$ cat config.mk
export PLATFORM = sky130hd
export DESIGN_NAME = periodic_event_timer_table
export DESIGN_NICKNAME = d
export VERILOG_FILES = /design/src/rtl/pett_pkg.sv /design/src/rtl/pett_store.sv /design/src/rtl/periodic_event_timer_table.sv
export SDC_FILE = /design/constraint.sdc
export NUM_CORES = 2
export LEC_CHECK = 0
export CAP_MARGIN = 5
export CORE_ASPECT_RATIO = 1.5
export CORE_UTILIZATION = 39
export CTS_CLUSTER_DIAMETER = 30
export CTS_CLUSTER_SIZE = 40
export DETAILED_ROUTE_END_ITERATION = 16
export DONT_BUFFER_PORTS = 1
export GPL_ROUTABILITY_DRIVEN = 0
export PLACE_DENSITY_LB_ADDON = 0.05
export REMOVE_ABC_BUFFERS = 1
export SLEW_MARGIN = 30
export SYNTH_ARGS = -nofsm -noshare
export SYNTH_HDL_FRONTEND = slang
export SYNTH_SLANG_ARGS = --single-unit
$ cat constraint.sdc
create_clock -name clock -period 12.34 [get_ports clock]
set_input_delay 2.468 -clock clock [delete_from_list [all_inputs] [get_ports clock]]
set_output_delay 2.468 -clock clock [all_outputs]
set_load 0.01 [all_outputs]
$ cat src/rtl/pett_pkg.sv
// Shared types and constants of the periodic event timer table.
// No dependencies; imported by every module of the block.
`timescale 1ns / 1ps
`default_nettype none
package pett_pkg;

   localparam int ENTRIES_DEF   = 16;
   localparam int ID_BITS_DEF   = 16;
   localparam int TYPE_BITS_DEF = 8;
   localparam int MAX_COUNT     = 32767;

   typedef enum logic [2:0] {
      CMD_ADD      = 3'd0,
      CMD_RM_TYPE  = 3'd1,
      CMD_RM_ID    = 3'd2,
      CMD_RM_IDINT = 3'd3,
      CMD_TICK     = 3'd4,
      CMD_CLEAR    = 3'd5
   } cmd_type;

   localparam logic [1:0] KIND_ACK   = 2'd0;
   localparam logic [1:0] KIND_FIRED = 2'd1;
   localparam logic [1:0] KIND_DONE  = 2'd2;

   localparam logic [1:0] STAT_OK      = 2'd0;
   localparam logic [1:0] STAT_INVALID = 2'd1;
   localparam logic [1:0] STAT_FULL    = 2'd2;

   typedef enum logic [1:0] {
      ST_IDLE,
      ST_WALK,
      ST_FIN
   } state_type;

   typedef struct packed {
      logic [2:0]         cmd;
      logic [15:0]        event_id;
      logic [7:0]         event_type;
      logic [31:0]        interval_ms;
      logic signed [15:0] repeat_count;
      logic signed [15:0] ref_delta;
      logic [31:0]        elapsed_ms;
   } req_type;

   typedef struct packed {
      logic [1:0]  kind;
      logic [15:0] fired_id;
      logic [1:0]  status;
      logic [31:0] next_wait_ms;
      logic        last;
   } rsp_type;

endpackage
`default_nettype wire

$ cat src/rtl/pett_store.sv
// Slot storage of the timer table: one write port, one read port, registered read.
// Depends on pett_pkg.
`timescale 1ns / 1ps
`default_nettype none
module pett_store
   import pett_pkg::*;
#(
   parameter int DEPTH = ENTRIES_DEF,
   parameter int WIDTH = 119
) (
   input  wire logic                                    clock,
   input  wire logic                                    we,
   input  wire logic [(DEPTH > 1 ? $clog2(DEPTH) : 1)-1:0] waddr,
   input  wire logic [WIDTH-1:0]                        wdata,
   input  wire logic [(DEPTH > 1 ? $clog2(DEPTH) : 1)-1:0] raddr,
   output logic      [WIDTH-1:0]                        rdata_ff
);

   logic [WIDTH-1:0] mem [DEPTH];

   always_ff @(posedge clock) begin
      if (we) begin
         mem[waddr] <= wdata;
      end
      rdata_ff <= mem[raddr];
   end

endmodule
`default_nettype wire

$ cat src/rtl/periodic_event_timer_table.sv
// Top level of the periodic event timer table: sequencer and slot walk.
// Depends on pett_pkg and pett_store.
//
//  channel  ports               direction  carries
//  req      req_valid/req_stall  in         one command item (req_type)
//  rsp      rsp_valid/rsp_stall  out        ack, fired or tick-done items (rsp_type)
//
// A command walks the n live slots, then finishes; clear and rejected items skip the walk.
// Unstalled, the walk reads one slot a cycle from the store port and compacts in place.
// Reset empties the table at once (fill count), no clearing pass.
// A stalled rsp holds the walk at the slot that fires; req_stall is high while busy.
`timescale 1ns / 1ps
`default_nettype none
module periodic_event_timer_table
   import pett_pkg::*;
#(
   parameter int ENTRIES   = ENTRIES_DEF,
   parameter int ID_BITS   = ID_BITS_DEF,
   parameter int TYPE_BITS = TYPE_BITS_DEF
) (
   input  wire logic    clock,
   input  wire logic    reset,
   input  wire logic    req_valid,
   output logic         req_stall,
   input  wire req_type req_data,
   output logic         rsp_valid,
   input  wire logic    rsp_stall,
   output rsp_type      rsp_data
);

   localparam int IW = ENTRIES > 1 ? $clog2(ENTRIES) : 1;
   localparam int CW = $clog2(ENTRIES + 1) > IW ? $clog2(ENTRIES + 1) : IW;
   localparam int RF_LO = 0;
   localparam int RP_LO = 15;
   localparam int RM_LO = 31;
   localparam int IV_LO = 63;
   localparam int TY_LO = 95;
   localparam int ID_LO = 95 + TYPE_BITS;
   localparam int EW    = ID_LO + ID_BITS;

   state_type state_ff, state_in;
   req_type   req_ff, req_in;
   logic [CW-1:0] n_ff, n_in, wr_ff, wr_in;
   logic [IW-1:0] rd_ff, rd_in, raddr;
   logic          found_ff, found_in;
   logic [1:0]    status_ff, status_in;
   logic [31:0]   wait_ff, wait_in;
   logic          rsp_valid_ff, rsp_valid_in;
   rsp_type       rsp_ff, rsp_in;

   logic          we;
   logic [EW-1:0] wdata, rdata_ff;

   logic [ID_BITS-1:0]   e_id, k_id, n_id;
   logic [TYPE_BITS-1:0] e_ty, k_ty;
   logic [31:0]          e_iv, e_rm, n_rm;
   logic signed [15:0]   e_rp, n_rp;
   logic [14:0]          e_rf, n_rf;
   logic [ID_BITS+15:0]  id_ext, fid_ext;
   logic [TYPE_BITS+7:0] ty_ext;
   logic                 keep, emit, release_it, out_free, last_slot;
   logic [15:0]          rf_sum;
   logic signed [16:0]   rp_sum;
   logic [16:0]          rf_diff;
   logic [CW-1:0]        rd_plus;

   pett_store #(.DEPTH(ENTRIES), .WIDTH(EW)) u_store (
      .clock(clock), .we(we), .waddr(wr_ff[IW-1:0]), .wdata(wdata),
      .raddr(raddr), .rdata_ff(rdata_ff)
   );

   assign e_id = rdata_ff[ID_LO +: ID_BITS];
   assign e_ty = rdata_ff[TY_LO +: TYPE_BITS];
   assign e_iv = rdata_ff[IV_LO +: 32];
   assign e_rm = rdata_ff[RM_LO +: 32];
   assign e_rp = rdata_ff[RP_LO +: 16];
   assign e_rf = rdata_ff[RF_LO +: 15];

   assign id_ext  = {{ID_BITS{1'b0}}, req_ff.event_id};
   assign k_id    = id_ext[ID_BITS-1:0];
   assign ty_ext  = {{TYPE_BITS{1'b0}}, req_ff.event_type};
   assign k_ty    = ty_ext[TYPE_BITS-1:0];
   assign fid_ext = {16'd0, e_id};

   assign out_free  = !rsp_valid_ff || !rsp_stall;
   assign rd_plus   = CW'(rd_ff) + CW'(1);
   assign last_slot = rd_plus == n_ff;
   assign req_stall = state_ff != ST_IDLE;
   assign rsp_valid = rsp_valid_ff;
   assign rsp_data  = rsp_ff;

   always_ff @(posedge clock) begin
      if (reset) begin
         state_ff     <= ST_IDLE;
         n_ff         <= '0;
         rsp_valid_ff <= 1'b0;
      end else begin
         state_ff     <= state_in;
         n_ff         <= n_in;
         rsp_valid_ff <= rsp_valid_in;
      end
      req_ff    <= req_in;
      wr_ff     <= wr_in;
      rd_ff     <= rd_in;
      found_ff  <= found_in;
      status_ff <= status_in;
      wait_ff   <= wait_in;
      rsp_ff    <= rsp_in;
   end

   always_comb begin
      state_in     = state_ff;
      req_in       = req_ff;
      n_in         = n_ff;
      wr_in        = wr_ff;
      rd_in        = rd_ff;
      found_in     = found_ff;
      status_in    = status_ff;
      wait_in      = wait_ff;
      rsp_valid_in = rsp_valid_ff && rsp_stall;
      rsp_in       = rsp_ff;
      raddr        = rd_ff;
      we           = 1'b0;
      wdata        = rdata_ff;

      // per-slot update
      n_id       = e_id;
      n_rm       = e_rm;
      n_rp       = e_rp;
      n_rf       = e_rf;
      keep       = 1'b1;
      emit       = 1'b0;
      release_it = 1'b0;
      rf_sum     = {1'b0, e_rf} + req_ff.ref_delta[14:0];
      rp_sum     = {e_rp[15], e_rp} + {req_ff.repeat_count[15], req_ff.repeat_count};
      rf_diff    = {2'b00, e_rf} - {1'b0, req_ff.ref_delta};
      case (req_ff.cmd)
         CMD_ADD: begin
            if (req_ff.ref_delta != 16'sd0 && !found_ff && e_id == k_id
                && e_iv == req_ff.interval_ms) begin
               found_in = 1'b1;
               n_rf = rf_sum[15] ? 15'(MAX_COUNT) : rf_sum[14:0];
               if (e_rp != -16'sd1) begin
                  if (req_ff.repeat_count == -16'sd1) begin
                     n_rp = -16'sd1;
                  end else if (rp_sum > 17'sd32767) begin
                     n_rp = 16'(MAX_COUNT);
                  end else begin
                     n_rp = rp_sum[15:0];
                  end
               end
            end
         end
         CMD_RM_TYPE: begin
            release_it = e_ty == k_ty;
         end
         CMD_RM_ID: begin
            release_it = !found_ff && e_id == k_id;
         end
         CMD_RM_IDINT: begin
            release_it = !found_ff && e_id == k_id && e_iv == req_ff.interval_ms;
         end
         CMD_TICK: begin
            if (e_rp == 16'sd0) begin
               keep = 1'b0;
            end else if (e_rm <= req_ff.elapsed_ms) begin
               emit = 1'b1;
               n_rm = e_iv;
               if (e_rp > 16'sd0) begin
                  n_rp = e_rp - 16'sd1;
               end
            end else begin
               n_rm = e_rm - req_ff.elapsed_ms;
            end
         end
         default: begin
         end
      endcase
      if (release_it) begin
         if (req_ff.cmd != CMD_RM_TYPE) begin
            found_in = 1'b1;
         end
         if (req_ff.ref_delta == 16'sd0 || rf_diff[16] || rf_diff == 17'd0) begin
            keep = 1'b0;
         end else begin
            n_rf = rf_diff[14:0];
         end
      end

      case (state_ff)
         ST_IDLE: begin
            raddr = '0;
            if (req_valid) begin
               req_in    = req_data;
               rd_in     = '0;
               wr_in     = '0;
               found_in  = 1'b0;
               wait_in   = '0;
               status_in = STAT_OK;
               state_in  = n_ff != '0 ? ST_WALK : ST_FIN;
               case (req_data.cmd)
                  CMD_ADD: begin
                     if (req_data.ref_delta[15] || !(req_data.repeat_count == -16'sd1
                         || req_data.repeat_count > 16'sd0)) begin
                        status_in = STAT_INVALID;
                        wr_in     = n_ff;
                        state_in  = ST_FIN;
                     end
                  end
                  CMD_RM_TYPE, CMD_RM_ID, CMD_RM_IDINT: begin
                     if (req_data.ref_delta[15]) begin
                        status_in = STAT_INVALID;
                        wr_in     = n_ff;
                        state_in  = ST_FIN;
                     end
                  end
                  CMD_TICK: begin
                  end
                  CMD_CLEAR: begin
                     state_in = ST_FIN;
                  end
                  default: begin
                     status_in = STAT_INVALID;
                     wr_in     = n_ff;
                     state_in  = ST_FIN;
                  end
               endcase
            end
         end
         ST_WALK: begin
            if (emit && !out_free) begin
               raddr = rd_ff;
            end else begin
               if (emit) begin
                  rsp_valid_in = 1'b1;
                  rsp_in = '{kind: KIND_FIRED, fired_id: fid_ext[15:0], status: STAT_OK,
                             next_wait_ms: 32'd0, last: 1'b0};
               end
               if (keep) begin
                  we    = 1'b1;
                  wdata = {n_id, e_ty, e_iv, n_rm, n_rp, n_rf};
                  wr_in = wr_ff + CW'(1);
                  if (n_rm != 32'd0 && (wait_ff == 32'd0 || n_rm < wait_ff)) begin
                     wait_in = n_rm;
                  end
               end
               rd_in = rd_ff + IW'(1);
               raddr = rd_ff + IW'(1);
               if (last_slot) begin
                  state_in = ST_FIN;
               end
            end
         end
         ST_FIN: begin
            if (out_free) begin
               rsp_valid_in = 1'b1;
               n_in         = wr_ff;
               state_in     = ST_IDLE;
               if (req_ff.cmd == CMD_TICK) begin
                  rsp_in = '{kind: KIND_DONE, fired_id: 16'd0, status: STAT_OK,
                             next_wait_ms: wait_ff, last: 1'b1};
               end else begin
                  rsp_in = '{kind: KIND_ACK, fired_id: 16'd0, status: status_ff,
                             next_wait_ms: 32'd0, last: 1'b1};
                  if (req_ff.cmd == CMD_ADD && status_ff == STAT_OK && !found_ff) begin
                     if (wr_ff == CW'(ENTRIES)) begin
                        rsp_in.status = STAT_FULL;
                     end else begin
                        we    = 1'b1;
                        wdata = {k_id, k_ty, req_ff.interval_ms, req_ff.interval_ms,
                                 req_ff.repeat_count,
                                 req_ff.ref_delta == 16'sd0 ? 15'd1
                                                            : req_ff.ref_delta[14:0]};
                        n_in  = wr_ff + CW'(1);
                     end
                  end
               end
            end
         end
         default: begin
            state_in = ST_IDLE;
         end
      endcase
   end

endmodule
`default_nettype wire
==> impl_metrics.py <==
metrics = {
    "clock_network": {
        "clkLatencyLatePin_ns": 0.91,
        "htreeDepth": 5,
        "cts_resized": 0,
        "clock_sinks": 2250,
        "tritoncts": "done",
        "path_clk_slew_ns": 0.05,
        "root_buffer": "clkbuf_16",
        "ctsHoldBuffers": 0,
        "post_cts_buffers": 0,
        "numCtsBuffers": 431,
        "clk_path_buf_depth": 4,
    },
    "timing": {
        "worst_slack_ns": 5.44,
        "max_freq_mhz": 145,
        "finalCriticalPeriod_ns": 6.90,
        "worst_pin_slew_ns": 1.04,
        "drv_slew": 0,
        "finalSetupViolations": 0,
        "final_hold_viol_count": 0,
        "rsz0062_at_grt": "no",
        "post-route-period-util": 0.559,
        "finalHoldWorstSlack_ns": 0.515,
        "skew_ns": 0.0551,
        "maxSlewHeadroom": 0.307,
    },
    "pwr": {
        "p_sw_uw": 11000,
        "p_seq_frac": 0.347,
        "pwr-share-comb": 0.277,
        "p_per_area_nw_per_um2": 279,
        "p_clk_frac": 0.376,
        "ir_drop_uv": 165,
        "p_sw_frac": 0.347,
        "p_leak_uw": 0.0411,
        "internal_power_uw": 20700,
    },
    "run_status": {
        "status": "finished clean",
    },
    "routing": {
        "routed_wirelength_um": 307000,
        "detail-route-antenna-nets": 0,
        "drc": 0,
        "wl_per_cell_um": 27.7,
        "drtPass1Iterations": 8,
        "vias_per_cell": 5.54,
        "drt_iter0_drc": 5495,
        "vias": 61400,
    },
    "logic_synthesis": {
        "synth_top_cell_by_area": "edfxtp_1",
        "synth_seq_cells": 2250,
        "synth.area.top_cells": "edfxtp_1 (67%), nand2_1 (7.2%), mux2i_1 (3.9%)",
        "avgSynthCellArea_um2": 13.0,
        "syn_inst": 7297,
        "yosysTopAreaCellShare": 0.673,
        "async_flop_share": 0,
        "ys_types": 83,
        "synth.top_cells.by_count": "edfxtp_1 (2,122), nand2_1 (1,818), nand3_1 (399), mux2i_1 (370), o21ai_0 (340)",
        "synth_edf_count": 2122,
        "yosys.cell_count.top_type": "edfxtp_1",
        "yosysWarnings": 0,
        "ys.flop_type": "edfxtp_1",
        "synth_area_um2": 94600,
        "yosysSeqAreaShare": 0.700,
    },
    "global_routing": {
        "grt_use_total": 0.246,
        "grt_pass1_vias": 60900,
        "grt_util_met3": 0.0404,
        "grt_max_degree": 172,
        "grt_pass1_wl_um": 438000,
        "met2_usage": 0.410,
        "gr-total-overflow": 0,
        "grt_use_met1": 0.330,
        "busiest_layer": "met2",
        "antenna_found_initial": 39,
    },
    "die": {
        "row_count": 221,
        "initial_core_util": 0.392,
        "dieArea_um2": 245000,
        "core_area_um2": 241000,
        "ios": 182,
        "die_w_um": 404,
        "die_y_um": 605,
    },
    "cells_and_area": {
        "drive_gt1_frac": 0.123,
        "utilization": 0.471,
        "fin_area_um2": 114000,
        "nets": 7706,
        "final_cells": 11100,
        "areaGrowthSynthToFinish_pct": 20.1,
        "fillers": 21200,
    },
    "critical_path": {
        "end_kind": "register",
        "cp_cell_sequence": "inv_1 -> ha_1 -> inv_1 -> fa_1 -> a211oi_1 -> o211ai_1 -> a211oi_1 -> or3_1 -> a21bo_2 -> buf_4 -> nand2_1 -> a31oi_1 -> ha_1 -> a21oi_1 -> nor2b_1 -> o21ai_0 -> nand2b_1 -> a221oi_1 -> o311ai_0 -> a31oi_1 -> o31ai_1 -> a21boi_0 -> o41a_2",
        "startpoint": "u_store.rdata_ff[31]$_DFF_P_",
        "cp.arrival_ns": 7.41,
        "start_kind": "register",
        "worstPathRequired_ns": 12.85,
        "crit_path_top_delay_cell": "o41a_2",
        "path_class": "register to register",
        "cp_max_fo": 32,
        "reg2reg_from": "u_store.rdata_ff[31]$_DFF_P_",
        "max_stage_delay_ns": 0.70,
    },
    "place": {
        "pre_cts_slack_ns": 5.54,
        "post_dp_cell_area_um2": 98700,
        "dp_cells": 10300,
        "dp_hpwl_um": 171000,
        "port_buffers": 0,
    },
    "hold_path": {
        "holdCritPathClass": "register to register",
        "hold_start": "state_ff[0]$_SDFFE_PP0P_",
    },
    "flow_run": {
        "drv_cap": 0,
    },
}
## critical path: cells and delay by family (launching register included)
| family | cells | cell delay (ns) |
|---|---|---|
| AOI/OAI and AO/OA | 13 | 4.07 |
| adders and majority gates | 3 | 0.93 |
| and+or+nand+nor | 4 | 0.59 |
| buffers and inverters | 3 | 0.58 |
| DFF | 1 | 0.31 |
## cell type report
| type | instances | area (um^2) | share of cell area |
|---|---|---|---|
| multi-input combinational | 4460 | 26200 | 0.231 |
| inverter | 153 | 574 | 0.00505 |
| clock inverter | 302 | 3520 | 0.0310 |
| tap | 3233 | 4050 | 0.0356 |
| timing repair buffer | 160 | 1590 | 0.0140 |
| clock buffer | 504 | 11400 | 0.100 |
| antenna | 16 | 40.0 | 0.000352 |
| sequential | 2250 | 66300 | 0.583 |
## layout by cell type (no fill, tap or decap), drive strengths merged, types with 30 or more instances in the layout
| cell | count |
|---|---|
| a21o | 47 |
| a21oi | 109 |
| a22o | 54 |
| a22oi | 30 |
| a32oi | 125 |
| and2 | 35 |
| buf | 160 |
| bufinv | 57 |
| clkbuf | 504 |
| clkinv | 138 |
| clkinvlp | 45 |
| dfxtp | 128 |
| edfxtp | 2122 |
| ha | 119 |
| inv | 215 |
| mux2i | 370 |
| nand2 | 1819 |
| nand3 | 400 |
| nand3b | 126 |
| nand4 | 41 |
| nor2 | 128 |
| nor2b | 44 |
| nor3 | 68 |
| nor4 | 45 |
| o21ai | 344 |
| o221ai | 133 |
| xnor2 | 43 |
| xor2 | 76 |
## kinds of logic (layout without fill, tap and decap cells)
logic type / Yosys count / in the layout / share of synthesized area
XOR/XNOR: 119 / 119 / 0.0110
multiplexers: 370 / 370 / 0.0391
buffers and inverters: 587 / 1119 / 0.0253
AND/OR/NAND/NOR: 2790 / 2790 / 0.129
AO/OA/AOI/OAI: 1058 / 1058 / 0.0783
flip-flops: 2250 / 2250 / 0.700
other: 0 / 16 / 0
adder cells (fa/ha/maj): 123 / 123 / 0.0166
## registers in the layout, indices dropped and copies added (netlist names)
register          count
n_ff                  5
rd_ff                 4
rsp_valid             1
rsp_data             53
u_store.rdata_ff    119
u_store.mem        1904
k_id                 16
wait_ff              32
status_ff             1
k_ty                  8
req_ff               99
wr_ff                 5
state_ff              2
found_ff              1
## final timing paths
path | end | cells after the start | slack (ns)
max | wait_ff[16]$_SDFFCE_PN0P_ | 23 | 5.44
min | state_ff[0]$_SDFFE_PP0P_ | 2 | 0.51
max reg2reg | wait_ff[16]$_SDFFCE_PN0P_ | 23 | 5.44
min reg2reg | state_ff[0]$_SDFFE_PP0P_ | 2 | 0.51
## power by group through the flow
stage | combinational (uW) | clock (uW) | sequential, uW
CTS | 8850 | 12100 | 11000
detailed placement | 8810 | 0 | 11100
global route | 9560 | 12500 | 11000
finish | 8790 | 11900 | 11000
floorplan | 8260 | 0 | 10800
global placement | 8710 | 0 | 11200
## layer usage
metal | up-vias | wire length (um)
li1 | 27600 | -
met1 | 31300 | 132000
met2 | 2011 | 148000
met3 | 507 | 18300
met4 | 18 | 8610
met5 | - | 121
## metrics by stage
stage / power [uW] / TNS [ns]
after floorplan: 19100 / -4543.36
after global placement: 19900 / 0
after detailed placement: 19900 / 0
after CTS: 32000 / 0
after global routing: 33100 / 0
final: 31700 / 0
Note: power is estimated with default switching activity, not from simulation.
